File: src/rtl/postfix_stack_evaluator_assert.svh
// Assertion macros for the postfix stack evaluator
`ifndef POSTFIX_STACK_EVALUATOR_ASSERT_SVH
`define POSTFIX_STACK_EVALUATOR_ASSERT_SVH

// same-cycle implication, disabled in reset
`define PSE_ASSERT_NOW(label, ante, cons, msg) \
  label: assert property (@(posedge clk_i) disable iff (!rst_ni) (ante) |-> (cons)) \
    else $error(msg);

// next-cycle implication, disabled in reset
`define PSE_ASSERT_NEXT(label, ante, cons, msg) \
  label: assert property (@(posedge clk_i) disable iff (!rst_ni) (ante) |=> (cons)) \
    else $error(msg);

`endif

File: src/rtl/pse_pkg.sv
// Types, codes and defaults shared by the postfix stack evaluator
`timescale 1ns / 1ps
package pse_pkg;

  localparam int VAL_W           = 32;
  localparam int MODE_W          = 3;
  localparam int STATUS_W        = 3;
  localparam int STACK_DEPTH_DEF = 16;
  localparam int FRAC_BITS_DEF   = 16;

  typedef enum logic [MODE_W-1:0] {
    MODE_PUSH = 3'd0,
    MODE_ADD  = 3'd1,
    MODE_SUB  = 3'd2,
    MODE_MUL  = 3'd3,
    MODE_DIV  = 3'd4,
    MODE_END  = 3'd5
  } mode_e;

  typedef enum logic [STATUS_W-1:0] {
    ST_OK      = 3'd0,
    ST_BAD_OP  = 3'd1,
    ST_FEW     = 3'd2,
    ST_DIV0    = 3'd3,
    ST_NOT_ONE = 3'd4,
    ST_FULL    = 3'd5
  } status_e;

  typedef enum logic [1:0] {
    ALU_ADD = 2'd0,
    ALU_SUB = 2'd1,
    ALU_MUL = 2'd2,
    ALU_DIV = 2'd3
  } alu_op_e;

  typedef enum logic [2:0] {
    S_IDLE   = 3'd0,
    S_DECODE = 3'd1,
    S_READ   = 3'd2,
    S_EXEC   = 3'd3,
    S_RESP   = 3'd4
  } pse_state_e;

  typedef enum logic [2:0] {
    AP_IDLE = 3'd0,
    AP_MUL  = 3'd1,
    AP_RND  = 3'd2,
    AP_DSET = 3'd3,
    AP_DIV  = 3'd4,
    AP_SAT  = 3'd5
  } alu_phase_e;

  typedef struct packed {
    logic             start;
    alu_op_e          op;
    logic [VAL_W-1:0] left;
    logic [VAL_W-1:0] right;
  } alu_req_t;

  typedef struct packed {
    logic             done;
    logic [VAL_W-1:0] value;
    logic             sat;
  } alu_rsp_t;

endpackage

File: src/rtl/pse_ram.sv
// Generic single-write, single-read RAM with registered read data
`timescale 1ns / 1ps
module pse_ram #(
  parameter int WIDTH = 32,
  parameter int DEPTH = 16,
  localparam int ADDR_W = (DEPTH > 1) ? $clog2(DEPTH) : 1
) (
  input  logic              clk_i,
  input  logic              we_i,
  input  logic [ADDR_W-1:0] waddr_i,
  input  logic [WIDTH-1:0]  wdata_i,
  input  logic [ADDR_W-1:0] raddr_i,
  output logic [WIDTH-1:0]  rdata_o
);

  logic [WIDTH-1:0] mem [DEPTH];
  logic [WIDTH-1:0] rdata_q;

  always_ff @(posedge clk_i) begin
    if (we_i) begin
      mem[waddr_i] <= wdata_i;
    end
    rdata_q <= mem[raddr_i];
  end

  assign rdata_o = rdata_q;

endmodule

File: src/rtl/pse_alu.sv
// Multi-cycle Q-format arithmetic unit: saturating add, subtract, multiply, divide
`timescale 1ns / 1ps
module pse_alu import pse_pkg::*; #(
  parameter int FRAC_BITS = FRAC_BITS_DEF
) (
  input  logic     clk_i,
  input  logic     rst_ni,
  input  alu_req_t req_i,
  output alu_rsp_t rsp_o
);

  localparam int NUM_W = VAL_W + FRAC_BITS;
  localparam int CNT_W = $clog2(NUM_W);
  localparam int MAG_W = 2 * VAL_W;
  localparam logic [MAG_W-1:0] HALF = (MAG_W'(1) << FRAC_BITS) >> 1;
  localparam logic [MAG_W-1:0] POS_MAX = MAG_W'(32'h7FFF_FFFF);
  localparam logic [MAG_W-1:0] NEG_MAX = MAG_W'(32'h8000_0000);

  alu_phase_e       phase_q, phase_d;
  logic [VAL_W-1:0] ma_q, ma_d;
  logic [VAL_W-1:0] mb_q, mb_d;
  logic             neg_q, neg_d;
  logic [MAG_W-1:0] mag_q, mag_d;
  logic [NUM_W-1:0] dq_q, dq_d;
  logic [VAL_W-1:0] rem_q, rem_d;
  logic [CNT_W-1:0] cnt_q, cnt_d;

  logic [VAL_W:0]   sum;
  logic [VAL_W:0]   sum_abs;
  logic [VAL_W:0]   rem_sh;
  logic             ge;
  logic [VAL_W:0]   rem_sub;
  logic [NUM_W-1:0] dq_step;

  assign sum = (req_i.op == ALU_SUB)
             ? {req_i.left[VAL_W-1], req_i.left} - {req_i.right[VAL_W-1], req_i.right}
             : {req_i.left[VAL_W-1], req_i.left} + {req_i.right[VAL_W-1], req_i.right};
  assign sum_abs = sum[VAL_W] ? (VAL_W+1)'(-sum) : sum;

  assign rem_sh  = {rem_q, dq_q[NUM_W-1]};
  assign ge      = rem_sh >= {1'b0, mb_q};
  assign rem_sub = rem_sh - {1'b0, mb_q};
  assign dq_step = {dq_q[NUM_W-2:0], ge};

  always_comb begin
    phase_d = phase_q;
    unique case (phase_q)
      AP_IDLE: begin
        if (req_i.start) begin
          unique case (req_i.op)
            ALU_ADD, ALU_SUB: phase_d = AP_SAT;
            ALU_MUL:          phase_d = AP_MUL;
            ALU_DIV:          phase_d = AP_DSET;
            default:          phase_d = AP_IDLE;
          endcase
        end
      end
      AP_MUL:  phase_d = AP_RND;
      AP_RND:  phase_d = AP_SAT;
      AP_DSET: phase_d = AP_DIV;
      AP_DIV:  phase_d = (cnt_q == '0) ? AP_SAT : AP_DIV;
      AP_SAT:  phase_d = AP_IDLE;
      default: phase_d = AP_IDLE;
    endcase
  end

  always_comb begin
    ma_d  = ma_q;
    mb_d  = mb_q;
    neg_d = neg_q;
    mag_d = mag_q;
    dq_d  = dq_q;
    rem_d = rem_q;
    cnt_d = cnt_q;
    rsp_o = '0;
    unique case (phase_q)
      AP_IDLE: begin
        if (req_i.start) begin
          ma_d = req_i.left[VAL_W-1]  ? VAL_W'(-req_i.left)  : req_i.left;
          mb_d = req_i.right[VAL_W-1] ? VAL_W'(-req_i.right) : req_i.right;
          if (req_i.op == ALU_ADD || req_i.op == ALU_SUB) begin
            neg_d = sum[VAL_W];
            mag_d = MAG_W'(sum_abs);
          end else begin
            neg_d = req_i.left[VAL_W-1] ^ req_i.right[VAL_W-1];
          end
        end
      end
      AP_MUL: mag_d = MAG_W'(ma_q) * MAG_W'(mb_q);
      AP_RND: mag_d = (mag_q + HALF) >> FRAC_BITS;
      AP_DSET: begin
        dq_d  = (NUM_W'(ma_q) << FRAC_BITS) + NUM_W'(mb_q >> 1);
        rem_d = '0;
        cnt_d = CNT_W'(NUM_W - 1);
      end
      AP_DIV: begin
        dq_d  = dq_step;
        rem_d = ge ? rem_sub[VAL_W-1:0] : rem_sh[VAL_W-1:0];
        cnt_d = cnt_q - CNT_W'(1);
        if (cnt_q == '0) begin
          mag_d = MAG_W'(dq_step);
        end
      end
      AP_SAT: begin
        rsp_o.done = 1'b1;
        if (!neg_q) begin
          rsp_o.sat   = mag_q > POS_MAX;
          rsp_o.value = rsp_o.sat ? POS_MAX[VAL_W-1:0] : mag_q[VAL_W-1:0];
        end else begin
          rsp_o.sat   = mag_q > NEG_MAX;
          rsp_o.value = rsp_o.sat ? NEG_MAX[VAL_W-1:0] : VAL_W'(-mag_q[VAL_W-1:0]);
        end
      end
      default: ;
    endcase
  end

  always_ff @(posedge clk_i or negedge rst_ni) begin
    if (!rst_ni) begin
      phase_q <= AP_IDLE;
    end else begin
      phase_q <= phase_d;
    end
  end

  always_ff @(posedge clk_i) begin
    ma_q  <= ma_d;
    mb_q  <= mb_d;
    neg_q <= neg_d;
    mag_q <= mag_d;
    dq_q  <= dq_d;
    rem_q <= rem_d;
    cnt_q <= cnt_d;
  end

endmodule

File: src/rtl/postfix_stack_evaluator.sv
// Top level of the postfix stack evaluator: sequencer, stack RAM and arithmetic unit
//
// Channel  Role    Handshake                 Payload
// in       sink    in_valid_i / in_stall_o   mode_i, operand_value_i
// out      source  out_valid_o / out_stall_i status_o, top_value_o, stack_level_o,
//                                            is_final_o, saturated_o
//
// Push, end, bad and rejected tokens skip the arithmetic unit; add, subtract,
// multiply and divide use it, divide by way of its one-bit-per-cycle divider.
// The top of stack sits in a register; the rest lives in a one-port-read RAM,
// so an operator reads its left operand from the RAM in the S_READ state.
// Reset empties the stack and clears the error; RAM contents are not cleared.
// A token is taken while the previous result still waits in the output register.
`timescale 1ns / 1ps
module postfix_stack_evaluator import pse_pkg::*; #(
  parameter int STACK_DEPTH = STACK_DEPTH_DEF,
  parameter int FRAC_BITS   = FRAC_BITS_DEF
) (
  input  logic                             clk_i,
  input  logic                             rst_ni,
  input  logic                             in_valid_i,
  output logic                             in_stall_o,
  input  logic [MODE_W-1:0]                mode_i,
  input  logic signed [VAL_W-1:0]          operand_value_i,
  output logic                             out_valid_o,
  input  logic                             out_stall_i,
  output logic [STATUS_W-1:0]              status_o,
  output logic signed [VAL_W-1:0]          top_value_o,
  output logic [$clog2(STACK_DEPTH+1)-1:0] stack_level_o,
  output logic                             is_final_o,
  output logic                             saturated_o
);

  localparam int CNT_W  = $clog2(STACK_DEPTH + 1);
  localparam int ADDR_W = $clog2(STACK_DEPTH);

  pse_state_e       state_q, state_d;
  logic [MODE_W-1:0] mode_q, mode_d;
  logic [VAL_W-1:0] opv_q, opv_d;
  logic [CNT_W-1:0] count_q, count_d;
  status_e          err_q, err_d;
  logic [VAL_W-1:0] top_q, top_d;
  logic             sat_q, sat_d;

  logic                out_valid_q, out_valid_d;
  logic [STATUS_W-1:0] status_q, status_d;
  logic [VAL_W-1:0]    topv_q, topv_d;
  logic [CNT_W-1:0]    level_q, level_d;
  logic                final_q, final_d;
  logic                osat_q, osat_d;

  logic              ram_we;
  logic [CNT_W-1:0]  cnt_m1;
  logic [CNT_W-1:0]  cnt_m2;
  logic [VAL_W-1:0]  ram_rdata;
  alu_req_t          alu_req;
  alu_rsp_t          alu_rsp;
  alu_op_e           alu_op;
  logic              is_alu_mode;
  logic              go_alu;
  logic              out_free;
  logic              is_end;

  assign cnt_m1      = count_q - CNT_W'(1);
  assign cnt_m2      = count_q - CNT_W'(2);
  assign is_end      = mode_q == MODE_END;
  assign is_alu_mode = (mode_q >= MODE_ADD) && (mode_q <= MODE_DIV);
  assign go_alu      = !is_end && err_q == ST_OK && is_alu_mode && count_q >= CNT_W'(2)
                    && !(mode_q == MODE_DIV && top_q == '0);
  assign out_free    = !out_valid_q || !out_stall_i;
  assign in_stall_o  = state_q != S_IDLE;

  always_comb begin
    unique case (mode_q)
      MODE_ADD: alu_op = ALU_ADD;
      MODE_SUB: alu_op = ALU_SUB;
      MODE_MUL: alu_op = ALU_MUL;
      default:  alu_op = ALU_DIV;
    endcase
  end

  pse_ram #(
    .WIDTH(VAL_W),
    .DEPTH(STACK_DEPTH)
  ) u_stack_ram (
    .clk_i  (clk_i),
    .we_i   (ram_we),
    .waddr_i(cnt_m1[ADDR_W-1:0]),
    .wdata_i(top_q),
    .raddr_i(cnt_m2[ADDR_W-1:0]),
    .rdata_o(ram_rdata)
  );

  pse_alu #(
    .FRAC_BITS(FRAC_BITS)
  ) u_alu (
    .clk_i (clk_i),
    .rst_ni(rst_ni),
    .req_i (alu_req),
    .rsp_o (alu_rsp)
  );

  always_comb begin
    state_d = state_q;
    unique case (state_q)
      S_IDLE:   if (in_valid_i) state_d = S_DECODE;
      S_DECODE: state_d = go_alu ? S_READ : S_RESP;
      S_READ:   state_d = S_EXEC;
      S_EXEC:   if (alu_rsp.done) state_d = S_RESP;
      S_RESP:   if (out_free) state_d = S_IDLE;
      default:  state_d = S_IDLE;
    endcase
  end

  always_comb begin
    mode_d        = mode_q;
    opv_d         = opv_q;
    count_d       = count_q;
    err_d         = err_q;
    top_d         = top_q;
    sat_d         = sat_q;
    ram_we        = 1'b0;
    alu_req       = '0;
    alu_req.op    = alu_op;
    alu_req.left  = ram_rdata;
    alu_req.right = top_q;
    status_d      = status_q;
    topv_d        = topv_q;
    level_d       = level_q;
    final_d       = final_q;
    osat_d        = osat_q;
    out_valid_d   = out_valid_q && out_stall_i;
    unique case (state_q)
      S_IDLE: begin
        if (in_valid_i) begin
          mode_d = mode_i;
          opv_d  = operand_value_i;
        end
      end
      S_DECODE: begin
        sat_d = 1'b0;
        if (!is_end && err_q == ST_OK) begin
          priority if (mode_q == MODE_PUSH) begin
            if (count_q >= CNT_W'(STACK_DEPTH)) begin
              err_d = ST_FULL;
            end else begin
              ram_we  = count_q != '0;
              top_d   = opv_q;
              count_d = count_q + CNT_W'(1);
            end
          end else if (!is_alu_mode) begin
            err_d = ST_BAD_OP;
          end else if (count_q < CNT_W'(2)) begin
            err_d = ST_FEW;
          end else if (mode_q == MODE_DIV && top_q == '0) begin
            err_d = ST_DIV0;
          end else begin
            err_d = ST_OK;
          end
        end
      end
      S_READ: alu_req.start = 1'b1;
      S_EXEC: begin
        if (alu_rsp.done) begin
          top_d   = alu_rsp.value;
          sat_d   = alu_rsp.sat;
          count_d = cnt_m1;
        end
      end
      S_RESP: begin
        if (out_free) begin
          out_valid_d = 1'b1;
          final_d     = is_end;
          osat_d      = sat_q;
          if (is_end) begin
            priority if (err_q != ST_OK) begin
              status_d = err_q;
              topv_d   = '0;
            end else if (count_q != CNT_W'(1)) begin
              status_d = ST_NOT_ONE;
              topv_d   = '0;
            end else begin
              status_d = ST_OK;
              topv_d   = top_q;
            end
            level_d = '0;
            count_d = '0;
            err_d   = ST_OK;
          end else begin
            status_d = err_q;
            topv_d   = (count_q != '0) ? top_q : '0;
            level_d  = count_q;
          end
        end
      end
      default: ;
    endcase
  end

  always_ff @(posedge clk_i or negedge rst_ni) begin
    if (!rst_ni) begin
      state_q     <= S_IDLE;
      count_q     <= '0;
      err_q       <= ST_OK;
      out_valid_q <= 1'b0;
    end else begin
      state_q     <= state_d;
      count_q     <= count_d;
      err_q       <= err_d;
      out_valid_q <= out_valid_d;
    end
  end

  always_ff @(posedge clk_i) begin
    mode_q   <= mode_d;
    opv_q    <= opv_d;
    top_q    <= top_d;
    sat_q    <= sat_d;
    status_q <= status_d;
    topv_q   <= topv_d;
    level_q  <= level_d;
    final_q  <= final_d;
    osat_q   <= osat_d;
  end

  assign out_valid_o   = out_valid_q;
  assign status_o      = status_q;
  assign top_value_o   = topv_q;
  assign stack_level_o = level_q;
  assign is_final_o    = final_q;
  assign saturated_o   = osat_q;

`include "postfix_stack_evaluator_assert.svh"

  `PSE_ASSERT_NOW(a_count_bound, 1'b1, count_q <= CNT_W'(STACK_DEPTH), "stack count past depth")
  `PSE_ASSERT_NOW(a_final_empty, out_valid_o && is_final_o, stack_level_o == '0, "end leaves values")
  `PSE_ASSERT_NOW(a_sat_ok, out_valid_o && saturated_o, status_o == ST_OK && !is_final_o, "sat with error")
  `PSE_ASSERT_NOW(a_alu_in_exec, alu_rsp.done, state_q == S_EXEC, "arith result outside exec")
  `PSE_ASSERT_NEXT(a_accept_decode, in_valid_i && !in_stall_o, state_q == S_DECODE, "transfer lost")

endmodule
File: config.mk
export PLATFORM = sky130hd
export DESIGN_NAME = postfix_stack_evaluator
export DESIGN_NICKNAME = d
export VERILOG_FILES = /design/src/rtl/pse_pkg.sv /design/src/rtl/pse_ram.sv /design/src/rtl/pse_alu.sv /design/src/rtl/postfix_stack_evaluator.sv
export VERILOG_INCLUDE_DIRS = /design/src /design/src/rtl
export SDC_FILE = /design/constraint.sdc
export NUM_CORES = 2
export LEC_CHECK = 0
export ABC_AREA = 1
export BUFFER_PORTS_ARGS = -buffer_cell sky130_fd_sc_hd__buf_2
export CORE_MARGIN = 4
export CORE_UTILIZATION = 55
export DETAILED_ROUTE_END_ITERATION = 7
export HOLD_SLACK_MARGIN = 0.12
export PLACE_DENSITY_LB_ADDON = 0.3
export SYNTH_ARGS = -nofsm -noshare
export SYNTH_HDL_FRONTEND = slang
export SYNTH_SLANG_ARGS = --single-unit
File: constraint.sdc
create_clock -name clk_i -period 15.2 [get_ports clk_i]
set_clock_uncertainty 0.2 [all_clocks]
set_input_delay 3.04 -clock clk_i [delete_from_list [all_inputs] [get_ports clk_i]]
set_output_delay 3.04 -clock clk_i [all_outputs]
set_load 0.02 [all_outputs]
**Word level (Yosys, flattened, before mapping)**

Memory sizes are Yosys's and may differ from the RTL's. A register that Yosys moved wholly into a read port is not among the register bits.
Index checks and enable logic that the tools add are counted.
Widths: inputs -> output; s select.

- Register bits: 340
- Memory bits (writable): 512
- Bits of input ports: 39
- Output and inout port bits: 44
- Logic and storage cells: 180
- Memories: 1

- $add $sub $neg: 13
- Multipliers: 1
- Order comparisons: 8
- Eq/ne operators: 29
- Mux-type cells: 66
- Bitwise operators: 1
- Reductions and logical operators: 38

Memory list:

| memory | depth | width | read ports | clocked after Yosys merged registers in | write ports | line | text |
|---|---|---|---|---|---|---|---|
| u_stack_ram.mem | 16 | 32 | 1 | 1 | 1 | pse_ram.sv:16 | `logic [WIDTH-1:0] mem [DEPTH];` |

Operators with widths:

| kind | count |
|---|---|
| $mux 32 | 11 |
| $pmux 64 s4 | 1 |
| $mux 64 | 3 |
| $pmux 32 s2 | 2 |
| $mux 33 | 3 |
| $neg 32->32 | 3 |
| $pmux 48 s2 | 1 |
| $add 64x16->64 const B | 1 |
| $gt 64x31->1 const B | 1 |
| $gt 64x32->1 const B | 1 |
| $mul 32x32->64 | 1 |
| $mux 31 | 2 |
| $add 48x31->48 | 1 |
| $mux 3 | 13 |
| $mux 34 | 1 |
| $add 32x32->33 | 1 |
| $ge 33x32->1 | 1 |
| $neg 33->33 | 1 |
| $sub 32x32->33 | 1 |
| $logic_not 32->1 | 1 |
| $sub 32x32->32 | 1 |
| $mux 5 | 6 |
| $pmux 3 s5 | 2 |
| $eq 3x2->1 const B | 6 |
| 42 further kinds | 91 |

**Logic depth before layout (Yosys ltp)**

- Depth in word-level cells: 9
- Depth in mapped cells: 35
- Depth with buffers taken out: 34

**By module**

A second synthesis with hierarchy kept.

- Cell total of the unflattened synthesis: 10109
- Area total of the unflattened synthesis: 82720.6 sq um

By module, submodules not included:

| module | instances | cells an instance | area an instance (sq um) | sequential area each (sq um) |
|---|---|---|---|---|
| pse_alu | 1 | 7513 | 54756.3 | 6531.3 |
| pse_ram | 1 | 2120 | 22730.6 | 16015.4 |
| postfix_stack_evaluator | 1 | 476 | 5233.8 | 3603.5 |

**Worst setup path before layout**

No wires, ideal clock.

- Path type: register to register
- From: reg u_alu.mb_q[6]
- To: reg u_alu.mag_q[43], data pin
- Setup time: 272 ps
- Arrival: 6645 ps
- Data required time: 14728 ps
- Path slack: 8084 ps
- Cell stages (with the launch flop): 30
- Buffers on the path: 2
- Clock period less this slack: 7116 ps
- Path through: edfxtp_1 -> clkbuf_1 -> clkbuf_1 -> nand2_1 -> inv_1 -> fa_1 -> fa_1 -> fa_1 -> inv_1 -> fa_1 -> inv_1 -> fa_1 -> inv_1 -> fa_1 -> inv_1 -> fa_1 -> inv_1 -> fa_1 -> inv_1 -> ha_1 -> a21oi_1 -> o21ai_0 -> a21oi_1 -> nand2_1 -> nand2_1 -> nand2_1 -> a21o_1 -> or2_2 -> nand3_1 -> o211ai_1

- Cells in the longest elaborated chain, start to end: 2

RTL lines:

| what | line | text |
|---|---|---|
| start, declared | pse_alu.sv:21 | `logic [VAL_W-1:0] mb_q, mb_d;` |
| start signal, assigned | pse_alu.sv:128 | `mb_q <= mb_d;` |
| $mul 32x32->64 | pse_alu.sv:89 | `AP_MUL: mag_d = MAG_W'(ma_q) * MAG_W'(mb_q);` |
| $pmux 64 s4 | pse_alu.sv:76 | `unique case (phase_q)` |
| named net u_alu.mag_d[43] | pse_alu.sv:23 | `logic [MAG_W-1:0] mag_q, mag_d;` |
| end signal, assigned | pse_alu.sv:130 | `mag_q <= mag_d;` |
| end, declared | pse_alu.sv:23 |  |

The timed path passes the listed nets, and every way through them passes these cells.
A chain may end at the register's enable or synchronous reset.

**Worst setup path after layout**

- From: reg u_alu.ma_q[4]
- To: reg u_alu.mag_q[18], data pin

- Cells in the longest elaborated chain, start to end: 2

RTL lines:

| what | line | text |
|---|---|---|
| start, declared | pse_alu.sv:20 | `logic [VAL_W-1:0] ma_q, ma_d;` |
| start signal, assigned | pse_alu.sv:127 | `ma_q <= ma_d;` |
| $mul 32x32->64 | pse_alu.sv:89 |  |
| $pmux 64 s4 | pse_alu.sv:76 |  |
| named net u_alu.mag_d[18] | pse_alu.sv:23 |  |

The timed path passes the listed nets, and every way through them passes these cells.

==> summary.md <==
| Metric | Value |
|---|---|
| Status | finished, violations left |
| Failing checks | design-rule violations |
| CTS buffer count | 96 |
| Final setup viols | 0 |
| Post-detail-place hpwl | 189 mm |
| FF-to-FF setup slack | 6.68 ns |
| Max incr delay on CP | 0.62 ns |
| Mux cell area share after synthesis | 0 |
| Die Y | 388 µm |
| Dpl ws | 6.88 ns |
| Die area | 0.151 mm² |
| Area occupied by multi-input gates | 0.0442 mm² |
| Routability cong. | 0.987 |
| Netlist Area Pre-Place | 0.0795 mm² |
| Pin count of the biggest net entering global routing | 234 |
| Clk sinks | 884 |
| Synth top cells by count | 2062 x inv_1, 2018 x nand2_1, 897 x fa_1 |
| Vias in the first global route | 64592 |
| Prevailing post-synth register cell | edfxtp_1 |
| Crit path max-delay family | adder cells |
| CP endpoint kind | flip-flop |
| DR vias | 63893 |
| Initial core utilization | 0.554 |
| Worst setup margin | 6.68 ns |
| Cell variety after synth | 62 |
| I/O Pins | 83 |
| CTS root buf | clkbuf_16 |
| Core area | 0.144 mm² |
| DRC viols | 1 |
| XOR/XNOR share of the synthesized area | 0.0166 |
| Clock buffer depth | 3 |
| Unrepaired setup endpoints after global routing | false |
| Slowest-stage cell, CP | edfxtp_1 |
| Hold buffers post-CTS | 0 |
| Critical Path Sink | u_alu.mag_q[18] |
| Part of the Yosys area used for sequential elements | 0.329 |
| Reg2reg end | u_alu.mag_q[18] |
| Post-synth EDFFs | 837 |
| Post-Syn Nets | 10540 |
| Slew margin rel. | 0.159 |
| Fillers | 12507 |
| Fin. max-slew vios | 0 |
| Synth area leaders | edfxtp_1 32%, fa_1 23%, inv_1 9.7% |
| Row cnt | 139 |
| Max-cap violation count | 0 |
| Clock-pin slew on the worst setup and hold paths | 0.07 ns |
| Worst path buffer plus inverter count | 7 |
| Fin Hold WS | 0.292 ns |
| Yosys top cell area share | 0.316 |
| Area growth from synthesis to layout | 7.14% |
| Data required time of the critical path | 15.40 ns |
| YS warnings | 0 |
| Worst hold path class | reg -> reg |
| Register area | 0.0262 mm² |
| Avg Inst Size Synth | 8.61 µm² |
| Final net count | 10434 |
| Worst skew pair latency | 0.73 ns |
| Post-synthesis cell count | 9241 |
| CP Launch Type | flip-flop |
| Compound-Gate Fraction of Synth Area | 0.0863 |
| Initial antenna violation count | 10 |
| Share of flip-flops with an asynchronous set or reset | 0.0170 |
| Synth Area in Adders | 0.283 |
| Htree depth | 3 |
| Top routing layer in use | met5 |
| Most frequent cell after synthesis | inv_1 |
| TritonCTS clock tree | built |
| Met3 wire length | 23.7 mm |
| Crit path launch | u_alu.ma_q[4] |
| Cell accounting for the most synthesized area | edfxtp_1 |
| Final Hold Vio Count | 0 |
| Largest family of logic cells by synthesized area | adder cells |
| Die X | 388 µm |
| Met2 WL | 122 mm |
| Synth Area in Simple Gates | 0.168 |
| GRT Residual Overflow | 0 |
| DR pass1 iterations | 8 |
| Max Freq | 117 MHz |
| WL per Instance | 23.5 µm |
| Worst slew pin tran | 1.25 ns |
| Met1 wire length | 101 mm |
| Drt initial violations | 6247 |
| Global-route wire length before repair | 395 mm |
| Worst R2R Start | u_alu.ma_q[4] |
| Critical Path AT | 8.72 ns |
| R2r worst-path depth | 25 |
| Critical path depth | 25 |
| WL final | 261 mm |
| Final TNS setup | 0 ns |
| Setup repair bufs after CTS | 0 |
| Post-CTS resize count | 0 |
| DR vias/cell | 5.74 |
| Total GRT Usage | 0.348 |
| Routed Antenna Nets | 0 |
| Setup CP Type | reg -> reg |
| FF+latch count, synth | 884 |
| Tcrit/Tclk final | 0.560 |
| Minimum clock period | 8.52 ns |
| IO buf count | 82 |
| CP Max Fanout | 23 |
| Share of cells above drive strength 1 | 0.0519 |
[worst min-delay path by stage]
stage	startpoint	depth (start not counted)	endpoint
final	sat_q	0	saturated_o
after global routing	sat_q	0	saturated_o
after floorplan	sat_q	0	saturated_o
after global placement	sat_q	0	saturated_o
after detailed placement	sat_q	0	saturated_o
after CTS	sat_q	0	saturated_o
[flip-flops by register name, indices dropped and copies added, names as in the netlist, 6 cells and up]
signal               count
top_value_o             32
u_alu.rem_q             32
top_q                   32
u_stack_ram.mem        512
u_alu.mag_q             64
u_alu.mb_q              32
u_alu.cnt_q              6
opv_q                   32
u_stack_ram.rdata_o     32
u_alu.dq_q              48
u_alu.ma_q              32
[stage by stage]
step,utilization,cells,cell area (µm²)
floorplan,-,9241,79500
global placement,0.570,10940,81900
detailed placement,0.570,10940,81900
CTS,0.593,11120,85200
global route,0.593,11120,85200
finish,0.593,11127,85200
[worst register-to-register path, stage by stage, from the launching register on]
cell and delay, ns:
edfxtp_1 0.62, buf_4 0.37, nand2_1 0.17, inv_1 0.07, fa_1 0.54, inv_1 0.06
fa_1 0.45, fa_1 0.52, inv_1 0.05, fa_1 0.44, ha_1 0.31, ha_1 0.27
inv_1 0.05, fa_1 0.52, fa_1 0.56, inv_1 0.04, ha_1 0.34, a21oi_1 0.30
o21ai_0 0.14, a21oi_1 0.51, inv_1 0.22, a21oi_1 0.33, xor2_1 0.24, nor2_1 0.08
nor3b_1 0.61, nand2_1 0.17
[logic make-up after synthesis]
logic type,after synthesis
AOI/OAI and AO/OA,1180
buffers and inverters,2481
and+or+nand+nor,3286
adders and majority gates,1260
xor gates and xnor gates,150
DFF,884
[layout by cell type (no fill, tap or decap), types with 11 or more instances in the layout]
master | Yosys | layout
fa_1 | 897 | 897
o22ai_1 | 24 | 24
dfrtp_1 | 15 | 13
a21o_1 | 34 | 34
o221ai_1 | 111 | 111
or2_2 | 18 | 18
clkinv_2 | 0 | 20
clkbuf_16 | 0 | 96
o21ai_0 | 576 | 575
dfxtp_1 | 32 | 32
nor2_4 | 4 | 23
clkinv_1 | 2 | 14
o211ai_1 | 45 | 45
o21bai_1 | 25 | 25
xor2_1 | 110 | 110
inv_1 | 2062 | 2059
nand4_1 | 55 | 55
ha_1 | 363 | 362
bufinv_16 | 0 | 11
a31oi_1 | 25 | 25
nor2_2 | 14 | 17
edfxtp_1 | 837 | 837
nand2_1 | 2018 | 2016
a21oi_1 | 257 | 257
nor3_1 | 76 | 74
o21ai_1 | 15 | 16
buf_4 | 1 | 125
nor2_1 | 748 | 726
buf_2 | 18 | 82
xnor2_1 | 39 | 39
clkbuf_1 | 355 | 17
nand2_2 | 13 | 14
nor4_1 | 27 | 27
nand3_1 | 264 | 264
o31ai_1 | 14 | 14
[metal layers]
metal	vias up	global-route usage
li1	28574	-
met1	31451	0.451
met2	3185	0.562
met3	681	0.0619
met4	2	0.183
met5	-	0
[layout make-up]
cell class | count | area share
Clock inverter | 62 | 0.00913
Timing Repair Buffer | 208 | 0.0161
Inverter | 2069 | 0.0912
Clock buffer | 118 | 0.0297
Sequential cell | 884 | 0.307
Antenna cell | 7 | 0.000206
Multi-Input combinational cell | 5876 | 0.519
Tap cell | 1903 | 0.0279
Power is left out: the tool's default activity adds up to more than one toggle a clock period on the data nets, which glitch-free logic cannot reach.
